`config.mk`:
```
export PLATFORM = sky130hd
export DESIGN_NAME = ufc_ctrl
export DESIGN_NICKNAME = d
export VERILOG_FILES = /design/src/rtl/ufc_pkg.sv /design/src/rtl/ufc_ctrl.sv
export SDC_FILE = /design/constraint.sdc
export NUM_CORES = 1
export LEC_CHECK = 0
export ABC_AREA = 1
export BUFFER_PORTS_ARGS = -buffer_cell sky130_fd_sc_hd__buf_2
export CAP_MARGIN = 20
export CORE_ASPECT_RATIO = 2
export CORE_MARGIN = 10
export CORE_UTILIZATION = 45
export DETAILED_ROUTE_END_ITERATION = 8
export GPL_TIMING_DRIVEN = 0
export PLACE_DENSITY = 0.74
export SYNTH_ARGS = -nofsm -noshare
export SYNTH_HDL_FRONTEND = slang
export SYNTH_SLANG_ARGS = --single-unit
```
`constraint.sdc`:
```
create_clock -name clock -period 2.16 [get_ports clock]
set_input_delay 0.432 -clock clock [delete_from_list [all_inputs] [get_ports clock]]
set_output_delay 0.432 -clock clock [all_outputs]
set_load 0.1 [all_outputs]
```
`src/rtl/ufc_pkg.sv`:
```
// ----------------------------------------------------------------------------
// ufc_pkg
// Shared constants, select codes and controller/datapath command and status
// types for the disjoint-set cycle and prefix-cover engine.
// ----------------------------------------------------------------------------
package ufc_pkg;

   localparam int NODES_DEF = 16384;   // default node count
   localparam int IN_W      = 14;      // width of label and count fields
   localparam int KW        = 4;       // width of the label reduction step counter

   localparam logic ACT_JOIN    = 1'b0;
   localparam logic ACT_FINISH  = 1'b1;
   localparam logic KIND_JOIN   = 1'b0;
   localparam logic KIND_PREFIX = 1'b1;

   // parent read address select
   typedef enum logic [1:0] {
      PR_LAB = 2'd0,
      PR_Q   = 2'd1,
      PR_CNT = 2'd2
   } par_rsel_type;

   // size/flag read address select
   typedef enum logic [1:0] {
      AX_ROOT = 2'd0,
      AX_RA   = 2'd1,
      AX_CUR  = 2'd2
   } aux_rsel_type;

   typedef enum logic [1:0] {
      PW_CLEAR = 2'd0,
      PW_COMP  = 2'd1,
      PW_LINK  = 2'd2
   } par_wsel_type;

   typedef enum logic [1:0] {
      SW_CLEAR = 2'd0,
      SW_SUM   = 2'd1,
      SW_DEC   = 2'd2
   } size_wsel_type;

   typedef enum logic [1:0] {
      FW_CLEAR = 2'd0,
      FW_SET   = 2'd1,
      FW_OR    = 2'd2
   } flag_wsel_type;

   typedef struct packed {
      logic          load_in;
      logic          red_step;
      logic          sel_b;
      logic          par_rd;
      par_rsel_type  par_sel;
      logic          root_set;
      logic          ra_set;
      logic          aux_rd;
      aux_rsel_type  aux_sel;
      logic          par_we;
      par_wsel_type  par_wsel;
      logic          size_we;
      size_wsel_type size_wsel;
      logic          flag_we;
      flag_wsel_type flag_wsel;
      logic          cap_rb;
      logic          cnt_clr;
      logic          cnt_one;
      logic          cnt_inc;
      logic          cov_last;
      logic          cov_full;
      logic          res_join;
      logic          res_fin;
   } ufc_cmd_type;

   typedef struct packed {
      logic q_eq_cur;
      logic q_eq_root;
      logic lab_eq_root;
      logic ra_eq_root;
      logic flag_q;
      logic size_le1;
      logic cnt_last;
      logic red_last;
      logic red_skip;
   } ufc_sts_type;

endpackage

```
`src/rtl/ufc_ctrl.sv`:
```
// ----------------------------------------------------------------------------
// ufc_ctrl
// Controller: sequences the clearing pass, label reduction, root walks with
// path compression, set merge, the finish walk and the response handshake.
// ----------------------------------------------------------------------------
module ufc_ctrl import ufc_pkg::*; (
   input  logic        clock,
   input  logic        reset,
   input  logic        req_valid,
   input  logic        req_action,
   output logic        req_ready,
   output logic        rsp_valid,
   input  logic        rsp_ready,
   output ufc_cmd_type cmd,
   input  ufc_sts_type sts
);

   typedef enum logic [15:0] {
      S_CLEAR  = 16'h0001,
      S_IDLE   = 16'h0002,
      S_RED    = 16'h0004,
      S_FSTART = 16'h0008,
      S_FIND   = 16'h0010,
      S_CSTART = 16'h0020,
      S_COMP   = 16'h0040,
      S_FEND   = 16'h0080,
      S_MRG    = 16'h0100,
      S_MRG2   = 16'h0200,
      S_MRG3   = 16'h0400,
      S_JRESP  = 16'h0800,
      S_WSTART = 16'h1000,
      S_WFIND  = 16'h2000,
      S_WCHK   = 16'h4000,
      S_FRESP  = 16'h8000
   } state_type;

   state_type state_ff, state_in;
   logic      phase_ff, phase_in;
   logic      rsp_valid_ff, rsp_valid_in;
   logic      out_free;
   logic      load_rsp;

   assign out_free = !rsp_valid_ff || rsp_ready;

   always_comb begin
      cmd       = '0;
      cmd.sel_b = phase_ff;
      state_in  = state_ff;
      phase_in  = phase_ff;
      req_ready = 1'b0;
      load_rsp  = 1'b0;
      case (state_ff)
         S_CLEAR: begin
            cmd.par_we    = 1'b1;
            cmd.par_wsel  = PW_CLEAR;
            cmd.size_we   = 1'b1;
            cmd.size_wsel = SW_CLEAR;
            cmd.flag_we   = 1'b1;
            cmd.flag_wsel = FW_CLEAR;
            if (sts.cnt_last) begin
               state_in = S_IDLE;
            end else begin
               cmd.cnt_inc = 1'b1;
            end
         end
         S_IDLE: begin
            req_ready = 1'b1;
            if (req_valid) begin
               cmd.load_in = 1'b1;
               phase_in    = 1'b0;
               if (req_action == ACT_FINISH) begin
                  cmd.cnt_one = 1'b1;
                  state_in    = S_WSTART;
               end else if (sts.red_skip) begin
                  state_in = S_FSTART;
               end else begin
                  state_in = S_RED;
               end
            end
         end
         S_RED: begin
            cmd.red_step = 1'b1;
            if (sts.red_last) begin
               state_in = S_FSTART;
            end
         end
         S_FSTART: begin
            cmd.par_rd  = 1'b1;
            cmd.par_sel = PR_LAB;
            state_in    = S_FIND;
         end
         S_FIND: begin
            if (sts.q_eq_cur) begin
               cmd.root_set = 1'b1;
               state_in     = S_CSTART;
            end else begin
               cmd.par_rd  = 1'b1;
               cmd.par_sel = PR_Q;
            end
         end
         S_CSTART: begin
            if (sts.lab_eq_root) begin
               state_in = S_FEND;
            end else begin
               cmd.par_rd  = 1'b1;
               cmd.par_sel = PR_LAB;
               state_in    = S_COMP;
            end
         end
         S_COMP: begin
            // point the visited node at the root, advance along the old link
            cmd.par_we   = 1'b1;
            cmd.par_wsel = PW_COMP;
            if (sts.q_eq_root) begin
               state_in = S_FEND;
            end else begin
               cmd.par_rd  = 1'b1;
               cmd.par_sel = PR_Q;
            end
         end
         S_FEND: begin
            if (!phase_ff) begin
               cmd.ra_set = 1'b1;
               phase_in   = 1'b1;
               state_in   = S_FSTART;
            end else begin
               state_in = S_MRG;
            end
         end
         S_MRG: begin
            if (sts.ra_eq_root) begin
               cmd.flag_we   = 1'b1;
               cmd.flag_wsel = FW_SET;
               state_in      = S_JRESP;
            end else begin
               cmd.aux_rd  = 1'b1;
               cmd.aux_sel = AX_ROOT;
               state_in    = S_MRG2;
            end
         end
         S_MRG2: begin
            cmd.cap_rb  = 1'b1;
            cmd.aux_rd  = 1'b1;
            cmd.aux_sel = AX_RA;
            state_in    = S_MRG3;
         end
         S_MRG3: begin
            cmd.par_we    = 1'b1;
            cmd.par_wsel  = PW_LINK;
            cmd.size_we   = 1'b1;
            cmd.size_wsel = SW_SUM;
            cmd.flag_we   = 1'b1;
            cmd.flag_wsel = FW_OR;
            state_in      = S_JRESP;
         end
         S_JRESP: begin
            if (out_free) begin
               cmd.res_join = 1'b1;
               load_rsp     = 1'b1;
               state_in     = S_IDLE;
            end
         end
         S_WSTART: begin
            cmd.par_rd  = 1'b1;
            cmd.par_sel = PR_CNT;
            state_in    = S_WFIND;
         end
         S_WFIND: begin
            if (sts.q_eq_cur) begin
               cmd.root_set = 1'b1;
               cmd.aux_rd   = 1'b1;
               cmd.aux_sel  = AX_CUR;
               state_in     = S_WCHK;
            end else begin
               cmd.par_rd  = 1'b1;
               cmd.par_sel = PR_Q;
            end
         end
         S_WCHK: begin
            if (!sts.flag_q && sts.size_le1) begin
               cmd.cov_last = 1'b1;
               state_in     = S_FRESP;
            end else begin
               if (!sts.flag_q) begin
                  // use up one member of an acyclic set
                  cmd.size_we   = 1'b1;
                  cmd.size_wsel = SW_DEC;
               end
               if (sts.cnt_last) begin
                  cmd.cov_full = 1'b1;
                  state_in     = S_FRESP;
               end else begin
                  cmd.cnt_inc = 1'b1;
                  state_in    = S_WSTART;
               end
            end
         end
         S_FRESP: begin
            if (out_free) begin
               cmd.res_fin = 1'b1;
               cmd.cnt_clr = 1'b1;
               load_rsp    = 1'b1;
               state_in    = S_CLEAR;
            end
         end
         default: begin
            state_in = S_CLEAR;
         end
      endcase
   end

   assign rsp_valid_in = load_rsp || (rsp_valid_ff && !rsp_ready);
   assign rsp_valid    = rsp_valid_ff;

   always_ff @(posedge clock) begin
      if (reset) begin
         state_ff     <= S_CLEAR;
         phase_ff     <= 1'b0;
         rsp_valid_ff <= 1'b0;
      end else begin
         state_ff     <= state_in;
         phase_ff     <= phase_in;
         rsp_valid_ff <= rsp_valid_in;
      end
   end

endmodule

```
=== Yosys cells after proc, flatten, opt, wreduce, memory -nomap -nowiden ===
Index checks and enable logic that the tools add are counted.

* Bits of input ports: 14
* Output and inout port bits: 30
* Word-level logic and storage cells: 93
* Flip-flop bits (word level): 18

* Reduce and logical (&&, ||, !) cells: 12
* Mux-type cells: 54
* Eq/ne operators: 24

{| class="wikitable"
|+ Operators by type and width
! cell !! number
|-
| one-hot mux 16 bit (16 select lines) || 1
|-
| two-way mux 16 bit || 11
|-
| one-hot mux 3 bit (3 select lines) || 4
|-
| two-way mux 3 bit || 8
|-
| two-way mux 1 bit || 22
|-
| == test 16 x 1 -> 1 bit, second input constant || 1
|-
| == test 16 x 10 -> 1 bit, second input constant || 1
|-
| == test 16 x 11 -> 1 bit, second input constant || 1
|-
| == test 16 x 12 -> 1 bit, second input constant || 1
|-
| == test 16 x 13 -> 1 bit, second input constant || 1
|-
| == test 16 x 14 -> 1 bit, second input constant || 1
|-
| == test 16 x 15 -> 1 bit, second input constant || 1
|-
| == test 16 bit, second input constant || 1
|-
| == test 16 x 2 -> 1 bit, second input constant || 1
|-
| == test 16 x 3 -> 1 bit, second input constant || 1
|-
| == test 16 x 4 -> 1 bit, second input constant || 1
|-
| == test 16 x 5 -> 1 bit, second input constant || 1
|-
| == test 16 x 6 -> 1 bit, second input constant || 1
|-
| == test 16 x 7 -> 1 bit, second input constant || 1
|-
| == test 16 x 8 -> 1 bit, second input constant || 1
|-
| == test 16 x 9 -> 1 bit, second input constant || 1
|-
| != test 2 bit, second input constant || 8
|-
| one-hot mux 3 bit (5 select lines) || 1
|-
| two-way mux 12 bit || 1
|-
| other kinds (12) || 18
|}

=== Longest topological paths before layout ===
Gate-level depths: netlist of run 1.

* Word-level depth: 5
* Gate-level depth with buffers: 12
* Gate-level depth less buffers: 12

=== Worst setup path before layout of run 1 ===
Ideal clock, no wire load.

* Path kind: flip-flop to output port
* From: register state_ff[4]
* To: output cmd[5] (netlist bit)
* Required time: 1.728 ns
* Buffers on the path: 0
* Arrival: 3.576 ns
* Cell stages (with the launch flop): 8
* Path slack: -1.848 ns
* Cell sequence: dfxtp_1 > nor2_4 > nand2_4 > nor2_1 > nand2_1 > nor2_1 > inv_1 > nor2_1

{| class="wikitable"
|+ RTL lines
! what !! line !! text
|-
| start: declaration || ufc_ctrl.sv:37 || <nowiki>state_type state_ff, state_in;</nowiki>
|-
| start signal: assignment || ufc_ctrl.sv:221 || <nowiki>state_ff <= state_in;</nowiki>
|-
| end: declaration || ufc_ctrl.sv:14 || <nowiki>output ufc_cmd_type cmd,</nowiki>
|}

==> results_dict.tcl, run 1 <==
set metrics [dict create \
    status "finished with violations" \
    violations "negative setup slack" \
    grt_pass1_wl_mm 7.71 \
    fin_ws_ps -95.9 \
    worst_hold_slack_ps 392 \
    r2r_slack_ps 120 \
    startpoint_type "flop" \
    area_growth_syn_to_layout_pct 77.0 \
    stdcell_count 349 \
    crit_arrival_ps 1820 \
    min_from "reset" \
    cts.path.max_buffers 2 \
    ys.flop_type "dfxtp_1" \
    synth_edf_count 0 \
    vdd_ir_drop_max_mv 0.470 \
    r2r_end "state_ff[9]$_SDFFE_PP0P_" \
    final_nets 334 \
    drtAntennaViolNets 0 \
    htree_num_levels 1 \
    syn_inst 235 \
    grt_pass1_vias 1792 \
    ys_seq_area_frac 0.241 \
    routedWlPerCell_um 16.5 \
    worst_slew_pin_slew_ps 578 \
    rows 29 \
    grtUsageTotal 0.158 \
    synth_top_area_cell "dfxtp_1" \
    dpl.hpwl_mm 3.72 \
    insertion_delay_ps 260 \
    endpoint_kind "output pin" \
    crit_family "simple AND/OR/NAND/NOR gates" \
    io_buffers 43 \
    route.detailed.drc 0 \
    yosysTopAreaCellShare 0.241 \
    core_um2 3190 \
    syn_avg_cell_area_um2 6.37 \
    clk_pin_slew_ps 70 \
    maxCapViolCount 0 \
    yosys_warnings 0 \
    diodes 0 \
    io_pins 44 \
    min_to "state_ff[8]$_SDFFE_PP0P_" \
    critPathKind "flop to output pin" \
    dp_cells 309 \
    routed_wl_mm 5.76 \
    synth.area.top_cells "dfxtp_1 24%, nand2_1 11%, inv_1 11%" \
    cts_made_buffers 3 \
    die_area_um2 6180 \
    yosysUniqueCellTypes 28 \
    finClkSkew_ps 9.49 \
    period_minus_slack_ps 2260 \
    async_flop_share 0 \
    maxSlewViolCount 0 \
    p_leak_nw 1.29 \
    place.gp.congestion 0.921 \
    viasPerCell 5.48 \
    drt_iter0_drc 92 \
    synth_area_um2 1500 \
    postSynthNetCount 249 \
    layout-drive-gt1-share 0.538 \
    fin_crit_sh 1.04 \
    hold_class "primary input to flop" \
    die_w_um 60.8 \
    ctsHoldBuffers 0 \
    crit_chain "nor2_4 > nand2_4 > nor2_8 > buf_8 > nand3_4 > nor3_4 > nand3b_1 > buf_12" \
    cts_tree "done" \
    fmax_mhz 443 \
    antenna_found_initial 0 \
    regToRegStartpoint "state_ff[7]$_SDFFE_PP0P_" \
    cts_sinks 18 \
    hold_viol 0 \
    hold_depth 2 \
    slew_headroom 0.615 \
    drt-pass1-iter-count 4 \
    start_util 0.469 \
    cp_max_fo 5 \
    finalSetupViolations 10 \
    crit_required_ps 1730 \
    max_stage_delay_ps 340 \
    crit_path_top_delay_cell "dfxtp_2" \
    grt_max_degree 11 \
    grt_setup_unrepaired "yes" \
    grt_overflow 0 \
    fin_total_pwr_mw 1.60 \
    synth-seq-cells 18 \
    path_buf_inv 2 \
    power.density_nw_per_um2 603 \
    die_y_um 102 \
    vias 1913 \
    cts-root-buf "clkbuf_8" \
    reg2reg_depth 13 \
]
-- registers in the layout, indices dropped and copies added, names as in the netlist --
signal	flops
rsp_valid	1
state_ff	16
phase_ff	1
-- cells by family (layout without fill, tap and decap cells) --
group | Yosys count | after routing | synth area share
AO/OA/AOI/OAI | 15 | 15 | 0.0551
buffers and inverters | 51 | 134 | 0.150
AND/OR/NAND/NOR | 151 | 151 | 0.554
flip-flops | 18 | 18 | 0.241
-- what timing repair did --
action / 4_1_cts / 5_1_grt
endpoints found under the setup margin: 26 / 25
setup buffers: 13 / 22
resized for setup: 63 / 67
pin swaps: 3 / 17
cloned: 1 / 1
-- layout by cell type (no fill, tap or decap), types with 3 or more instances in the layout --
master / netlist / layout
inv_2: 1 / 5
a21oi_1: 8 / 7
nor3_2: 4 / 3
nand4_1: 3 / 3
nand2_4: 5 / 7
nand3_2: 7 / 6
nand2_2: 5 / 8
nand2_1: 44 / 38
buf_6: 1 / 10
clkbuf_8: 0 / 3
buf_12: 0 / 17
nor3_1: 4 / 3
o21ai_0: 4 / 3
inv_1: 43 / 35
clkinvlp_4: 0 / 4
dfxtp_2: 0 / 7
nand3_4: 0 / 4
nor2_1: 39 / 25
nor2_4: 7 / 15
buf_4: 4 / 40
nand3_1: 20 / 17
buf_2: 0 / 15
dfxtp_1: 18 / 9
nor2_2: 8 / 14
-- through the flow --
step | setup WS (ps) | area [um2] | util | setup TNS, ps
after CTS | -83.6 | 2220 | 0.697 | -380
after global placement | -149 | 1840 | 0.576 | -253
after floorplan | -832 | 1580 | - | -3240
final | -95.9 | 2650 | 0.830 | -471
after global routing | -173 | 2650 | 0.830 | -1510
after detailed placement | -169 | 1840 | 0.576 | -378
-- how the worst max path moves through the flow --
stage	startpoint	endpoint	slack (ps)	depth (start not counted)
2_1_floorplan	state_ff[6]$_SDFFE_PP0P_	cmd[13]	-830	7
3_3_place_gp	state_ff[6]$_SDFFE_PP0P_	cmd[10]	-150	9
3_5_place_dp	state_ff[5]$_SDFFE_PP0P_	cmd[10]	-170	9
4_1_cts	state_ff[11]$_SDFFE_PP0P_	cmd[24]	-80	10
5_1_grt	state_ff[4]$_SDFFE_PP0P_	cmd[13]	-170	8
6_report	state_ff[7]$_SDFFE_PP0P_	cmd[13]	-100	8
-- power breakdown --
| part | switching, mW | internal [mW] |
|---|---|---|
| registers | 0.0157 | 0.348 |
| clock network | 0.117 | 0.124 |
| logic | 0.618 | 0.376 |
-- cell type report --
cell class / instances / area, um2
clock buffer: 3 / 41.3
sequential: 18 / 377
multi-input combinational: 166 / 1110
buffer: 7 / 67.6
fill: 196 / 542
inverter: 44 / 180
timing repair buffer: 80 / 835
tap: 31 / 38.8
-- cells in the mapped netlist (3+ instances only) --
master	n
nand2_1	44
inv_1	43
nor2_1	39
nand3_1	20
dfxtp_1	18
a21oi_1	8
nor2_2	8
nand3_2	7
nor2_4	7
nand2_2	5
nand2_4	5
buf_4	4
nor3_1	4
nor3_2	4
o21ai_0	4
nand4_1	3
-- layer usage --
layer  part of all wire  track usage
met4              0.045       0.0900
met1               0.30        0.133
met3              0.073       0.0426
met5                  0            0
met2               0.58        0.303
Note: power is estimated with default switching activity, not from simulation.
==> run 2: changes to the inputs <==
--- a/config.mk
+++ b/config.mk
@@ -10,10 +10,12 @@
 export CAP_MARGIN = 20
 export CORE_ASPECT_RATIO = 2
 export CORE_MARGIN = 10
-export CORE_UTILIZATION = 45
+export CORE_UTILIZATION = 40
 export DETAILED_ROUTE_END_ITERATION = 8
 export GPL_TIMING_DRIVEN = 0
-export PLACE_DENSITY = 0.74
+export PLACE_DENSITY = 0.67
+export REMOVE_ABC_BUFFERS = 1
+export SLEW_MARGIN = 20
 export SYNTH_ARGS = -nofsm -noshare
 export SYNTH_HDL_FRONTEND = slang
 export SYNTH_SLANG_ARGS = --single-unit
==> run 2 against run 1 <==
Against the previous run:
- the flow still finishes with violations (negative setup slack)
- sequential cell count did not move
- sequential power rose by 1%
- fmax up 0.98%
- power is 10% lower
- cell count rose by 2.0%
- register-to-register slack got worse by 50 ps
- clock power about the same
==> results_dict.tcl, run 2 (same netlist as run 1, synthesis figures left out) <==
set metrics [dict create \
    status "finished with violations" \
    violations "negative setup slack" \
    fin_total_pwr_mw 1.44 \
    crit_family "simple AND/OR/NAND/NOR gates" \
    fin_ws_ps -74.0 \
    cts_tree "done" \
    final_common_cell "buf_4" \
    ctsHoldBuffers 0 \
    die_y_um 107 \
    hold_depth 4 \
    worst_slew_pin_slew_ps 491 \
    nFillCells 322 \
    dpl.hpwl_mm 3.47 \
    grt_setup_unrepaired "yes" \
    diodes 0 \
    place.gp.congestion 0.840 \
    largest_register_ffs 16 \
    core_um2 3610 \
    multi_input_area_um2 1040 \
    antenna_found_initial 0 \
    top_register "state_ff" \
    die_area_um2 6740 \
    fin_crit_sh 1.03 \
    slew_headroom 0.675 \
    endpoint_kind "output pin" \
    p_leak_nw 1.23 \
    rows 31 \
    drtAntennaViolNets 0 \
    routed_wl_mm 5.19 \
    final_nets 323 \
    clk_pin_slew_ps 70 \
    seqCellArea_um2 377 \
    power.density_nw_per_um2 619 \
    grt_max_degree 13 \
    cts-root-buf "clkbuf_8" \
    period_minus_slack_ps 2230 \
    drt-pass1-iter-count 4 \
    io_buffers 43 \
    area_growth_syn_to_layout_pct 55.2 \
    path_buf_inv 2 \
    max_stage_delay_ps 350 \
    cp_max_fo 7 \
    die_w_um 63.3 \
    startpoint_type "flop" \
    insertion_delay_ps 260 \
    vias 1745 \
    cts_sinks 18 \
    hold_viol 0 \
    maxSlewViolCount 0 \
    grtUsageTotal 0.146 \
    viasPerCell 4.90 \
    route.detailed.drc 0 \
    maxCapViolCount 0 \
    cts_made_buffers 3 \
    io_pins 44 \
    critPathKind "flop to output pin" \
    cts.path.max_buffers 2 \
    routedWlPerCell_um 14.6 \
    crit_path_top_delay_cell "dfxtp_2" \
    fmax_mhz 448 \
    crit_cells 8 \
    crit_chain "nor2_4 > nand2_4 > nor2_1 > nand3b_4 > inv_2 > nor2_2 > nand4_1 > buf_12" \
    layout-drive-gt1-share 0.492 \
    drt_iter0_drc 49 \
    final_cell_mix "40 x buf_4, 39 x inv_1, 39 x nand2_1" \
    finClkSkew_ps 4.09 \
    crit_required_ps 1730 \
    htree_num_levels 1 \
    start_util 0.415 \
    vdd_ir_drop_max_mv 0.672 \
    crit_arrival_ps 1800 \
    fin_area_um2 2320 \
    grt_pass1_vias 1809 \
    place_area_um2 1710 \
    grt_overflow 0 \
    finalSetupViolations 3 \
    hold_class "primary input to flop" \
    grt_pass1_wl_mm 8.16 \
    reg2reg_depth 16 \
]
==> run 2: layout make-up <==
class / instances / area share
clock buffers: 3 / 0.0178
well taps: 49 / 0.0264
inverters: 44 / 0.0710
multi-input cells: 168 / 0.446
repair buffers: 74 / 0.277
flip-flops and latches: 18 / 0.162
==> run 2: path summary, 6_finish.rpt <==
kind / startpoint / to / slack (ps)
hold reg to reg: phase_ff$_SDFFE_PP0P_ / phase_ff$_SDFFE_PP0P_ / 540
hold / removal: sts[0] / state_ff[2]$_SDFFE_PP0P_ / 470
setup / recovery: state_ff[1]$_SDFFE_PP0P_ / cmd[24] / -70
setup reg to reg: state_ff[1]$_SDFFE_PP0P_ / state_ff[2]$_SDFFE_PP0P_ / 70
==> run 2: stage by stage <==
stage	setup TNS (ps)	hold WS (ps)	util	setup WS [ps]	cells
final	-111	466	0.644	-74.0	356
after global routing	-717	490	0.644	-97.5	356
after CTS	-54.2	478	0.598	-21.8	349
after detailed placement	-628	496	0.475	-181	320
after global placement	-549	486	0.475	-163	320
after floorplan	-15400	501	-	-2010	228
==> run 2: timing repair <==
item	CTS	global route
pin swaps	14	14
gates resized for setup	68	37
cloned	2	0
endpoints found under the setup margin	28	27
buffers inserted	24	7
==> run 2: metal layers <==
metal  vias to the layer above  global-route usage  part of all wire
li1                        874                   -                 -
met1                       801               0.135              0.33
met2                        53               0.296              0.57
met3                        17              0.0305             0.057
met4                         0              0.0535             0.044
met5                         -                   0                 0
==> run 2: power breakdown <==
group	total, mW	internal, mW	switching, mW
Sequential	0.368	0.349	0.0187
Combinational	0.825	0.256	0.569
Clock	0.244	0.125	0.120
Total	1.44	0.730	0.708
==> run 2: worst reg2reg max path: stages, from the launching register on <==
cell     delay (ps)
dfxtp_2         370
nor2_4           60
nand2_4         150
nor2_8           80
nand2_4         110
nand2_2          60
nand2_2          70
inv_2            40
buf_4           120
buf_4           120
buf_4           120
buf_4           120
buf_4           120
buf_4           120
nor2_1          130
nand3_1          80
a21oi_1         140
==> run 3: changes to the inputs <==
--- a/config.mk
+++ b/config.mk
@@ -19,3 +19,4 @@
 export SYNTH_ARGS = -nofsm -noshare
 export SYNTH_HDL_FRONTEND = slang
 export SYNTH_SLANG_ARGS = --single-unit
+export TNS_END_PERCENT = 30
==> run 3 against run 2 <==
Against the previous run:
- the flow still finishes with violations (negative setup slack)
- worst hold slack better by 3.3 ps
- setup slack improved by 37 ps
- register-to-register slack barely moved
- sequential share of layout area down 0.26 points
- cell count fell by 0.28%
- count of clock-buffer cells in the layout is the same
- combinational power rose by 5.8%
==> results_dict.tcl, run 3 (same netlist as run 1, synthesis figures left out) <==
set metrics [dict create \
    worst_slew_pin_slew_ps 493 \
    final_cell_mix "39 x nand2_1, 38 x inv_1, 36 x buf_4" \
    violations "negative setup slack" \
    diodes 0 \
    cts_made_buffers 3 \
    startpoint_type "flop" \
    grtUsageTotal 0.145 \
    start_util 0.415 \
    cts.path.max_buffers 2 \
    finClkSkew_ps 2.43 \
    cp_max_fo 8 \
    slew_headroom 0.673 \
    highest_layer "met4" \
    io_pins 44 \
    crit_path_end "cmd[24]" \
    p_leak_nw 1.23 \
    die_y_um 107 \
    wl_met2_mm 2.93 \
    final_util 0.648 \
    grt_pass1_wl_mm 8.11 \
    reg2reg_depth 16 \
    clk_pin_slew_ps 70 \
    maxCapViolCount 0 \
    nFillCells 319 \
    layout-drive-gt1-share 0.480 \
    crit_arrival_ps 1760 \
    fin_crit_sh 1.02 \
    routed_wl_mm 5.08 \
    drt_iter0_drc 46 \
    power.density_nw_per_um2 635 \
    r2r_end "state_ff[2]$_SDFFE_PP0P_" \
    vias 1770 \
    place_ws_ps -181 \
    die_area_um2 6740 \
    viasPerCell 4.99 \
    stdcell_count 355 \
    htree_num_levels 1 \
    fin_ws_ps -36.7 \
    maxSlewViolCount 0 \
    area_growth_syn_to_layout_pct 56.1 \
    finalSetupViolations 3 \
    io_buffers 43 \
    hold_viol 0 \
    route.detailed.drc 0 \
    antenna_found_initial 0 \
    r2r_slack_ps 60 \
    cts-root-buf "clkbuf_8" \
    grt_setup_unrepaired "yes" \
    drtAntennaViolNets 0 \
    cts_tree "done" \
    dp_cells 320 \
    dpl.hpwl_mm 3.47 \
    final_nets 322 \
    drt-pass1-iter-count 4 \
    status "finished with violations" \
    place.gp.congestion 0.840 \
    grt_max_degree 13 \
    top_register "state_ff" \
    regToRegStartpoint "state_ff[1]$_SDFFE_PP0P_" \
    endpoint_kind "output pin" \
    largest_register_ffs 16 \
    fmax_mhz 455 \
    grt_pass1_vias 1846 \
    die_w_um 63.3 \
    rows 31 \
    wl_met3_um 297 \
    wl_met1_mm 1.66 \
    fin_total_pwr_mw 1.48 \
    core_um2 3610 \
    grt_overflow 0 \
    crit_path_start "state_ff[1]$_SDFFE_PP0P_" \
    vdd_ir_drop_max_mv 0.689 \
    hold_class "primary input to flop" \
    cts_sinks 18 \
    critPathKind "flop to output pin" \
    final_common_cell "nand2_1" \
    insertion_delay_ps 260 \
    crit_required_ps 1730 \
    routedWlPerCell_um 14.3 \
    period_minus_slack_ps 2200 \
]
==> run 3: cell count changes in the layout (fill, tap and decap cells not counted), sizes merged <==
cell | before | now
inv | 44 | 43
clkinvlp | 0 | 1
clkbuf | 5 | 4
==> run 3: worst max-delay path, stage by stage (launching register included) <==
cell,delay [ps]
dfxtp_2,340
nor2_4,140
nand2_4,130
nor2_8,200
nand2_4,100
nand2_2,80
nand2_2,60
inv_2,80
nor2_2,40
nand4_1,110
buf_12,190
==> run 3: stage by stage <==
stage               setup TNS (ps)  hold slack (ps)  cell area (um2)
detailed placement            -628              496             1710
CTS                           -350              478             2160
floorplan                   -15400              501             1440
finish                       -74.8              469             2340
global route                  -710              495             2340
global placement              -549              486             1710
==> run 3: area by class of cell <==
type / count / area [um2] / share of cell area
Timing Repair Buffer: 73 / 663 / 0.284
Inverter: 44 / 169 / 0.0722
Multi-Input combinational cell: 168 / 1030 / 0.441
Tap cell: 49 / 61.3 / 0.0262
Clock buffer: 3 / 41.3 / 0.0177
Sequential cell: 18 / 373 / 0.159
==> run 3: report_power, final <==
part	internal, mW	switching, mW	leakage, nW
Combinational	0.296	0.577	1.06
Clock	0.124	0.119	0.0216
Sequential	0.349	0.0187	0.149
Total	0.770	0.715	1.23
==> run 3: what timing repair did <==
item,CTS,global route
setup endpoints to repair,28,26
pin swaps,14,8
endpoints found under the hold margin,0,0
buffers inserted,24,6
gates resized for setup,66,46
hold buffers,0,0
gates cloned,2,0
==> run 3: worst min path at each step <==
stage	cells past startpoint	endpoint	slack [ps]	from
floorplan	1	phase_ff$_SDFFE_PP0P_	500	reset
global placement	2	phase_ff$_SDFFE_PP0P_	490	phase_ff$_SDFFE_PP0P_
detailed placement	2	phase_ff$_SDFFE_PP0P_	500	phase_ff$_SDFFE_PP0P_
CTS	4	state_ff[15]$_SDFFE_PP0P_	480	rsp_ready
global route	4	state_ff[2]$_SDFFE_PP0P_	500	req_action
finish	4	state_ff[2]$_SDFFE_PP0P_	470	req_action
==> run 3: layer usage <==
| layer | up-vias | GRT usage |
|---|---|---|
| met4 | 0 | 0.0708 |
| met3 | 17 | 0.0315 |
| met2 | 57 | 0.291 |
| met1 | 823 | 0.130 |
| li1 | 873 | - |
| met5 | - | 0 |
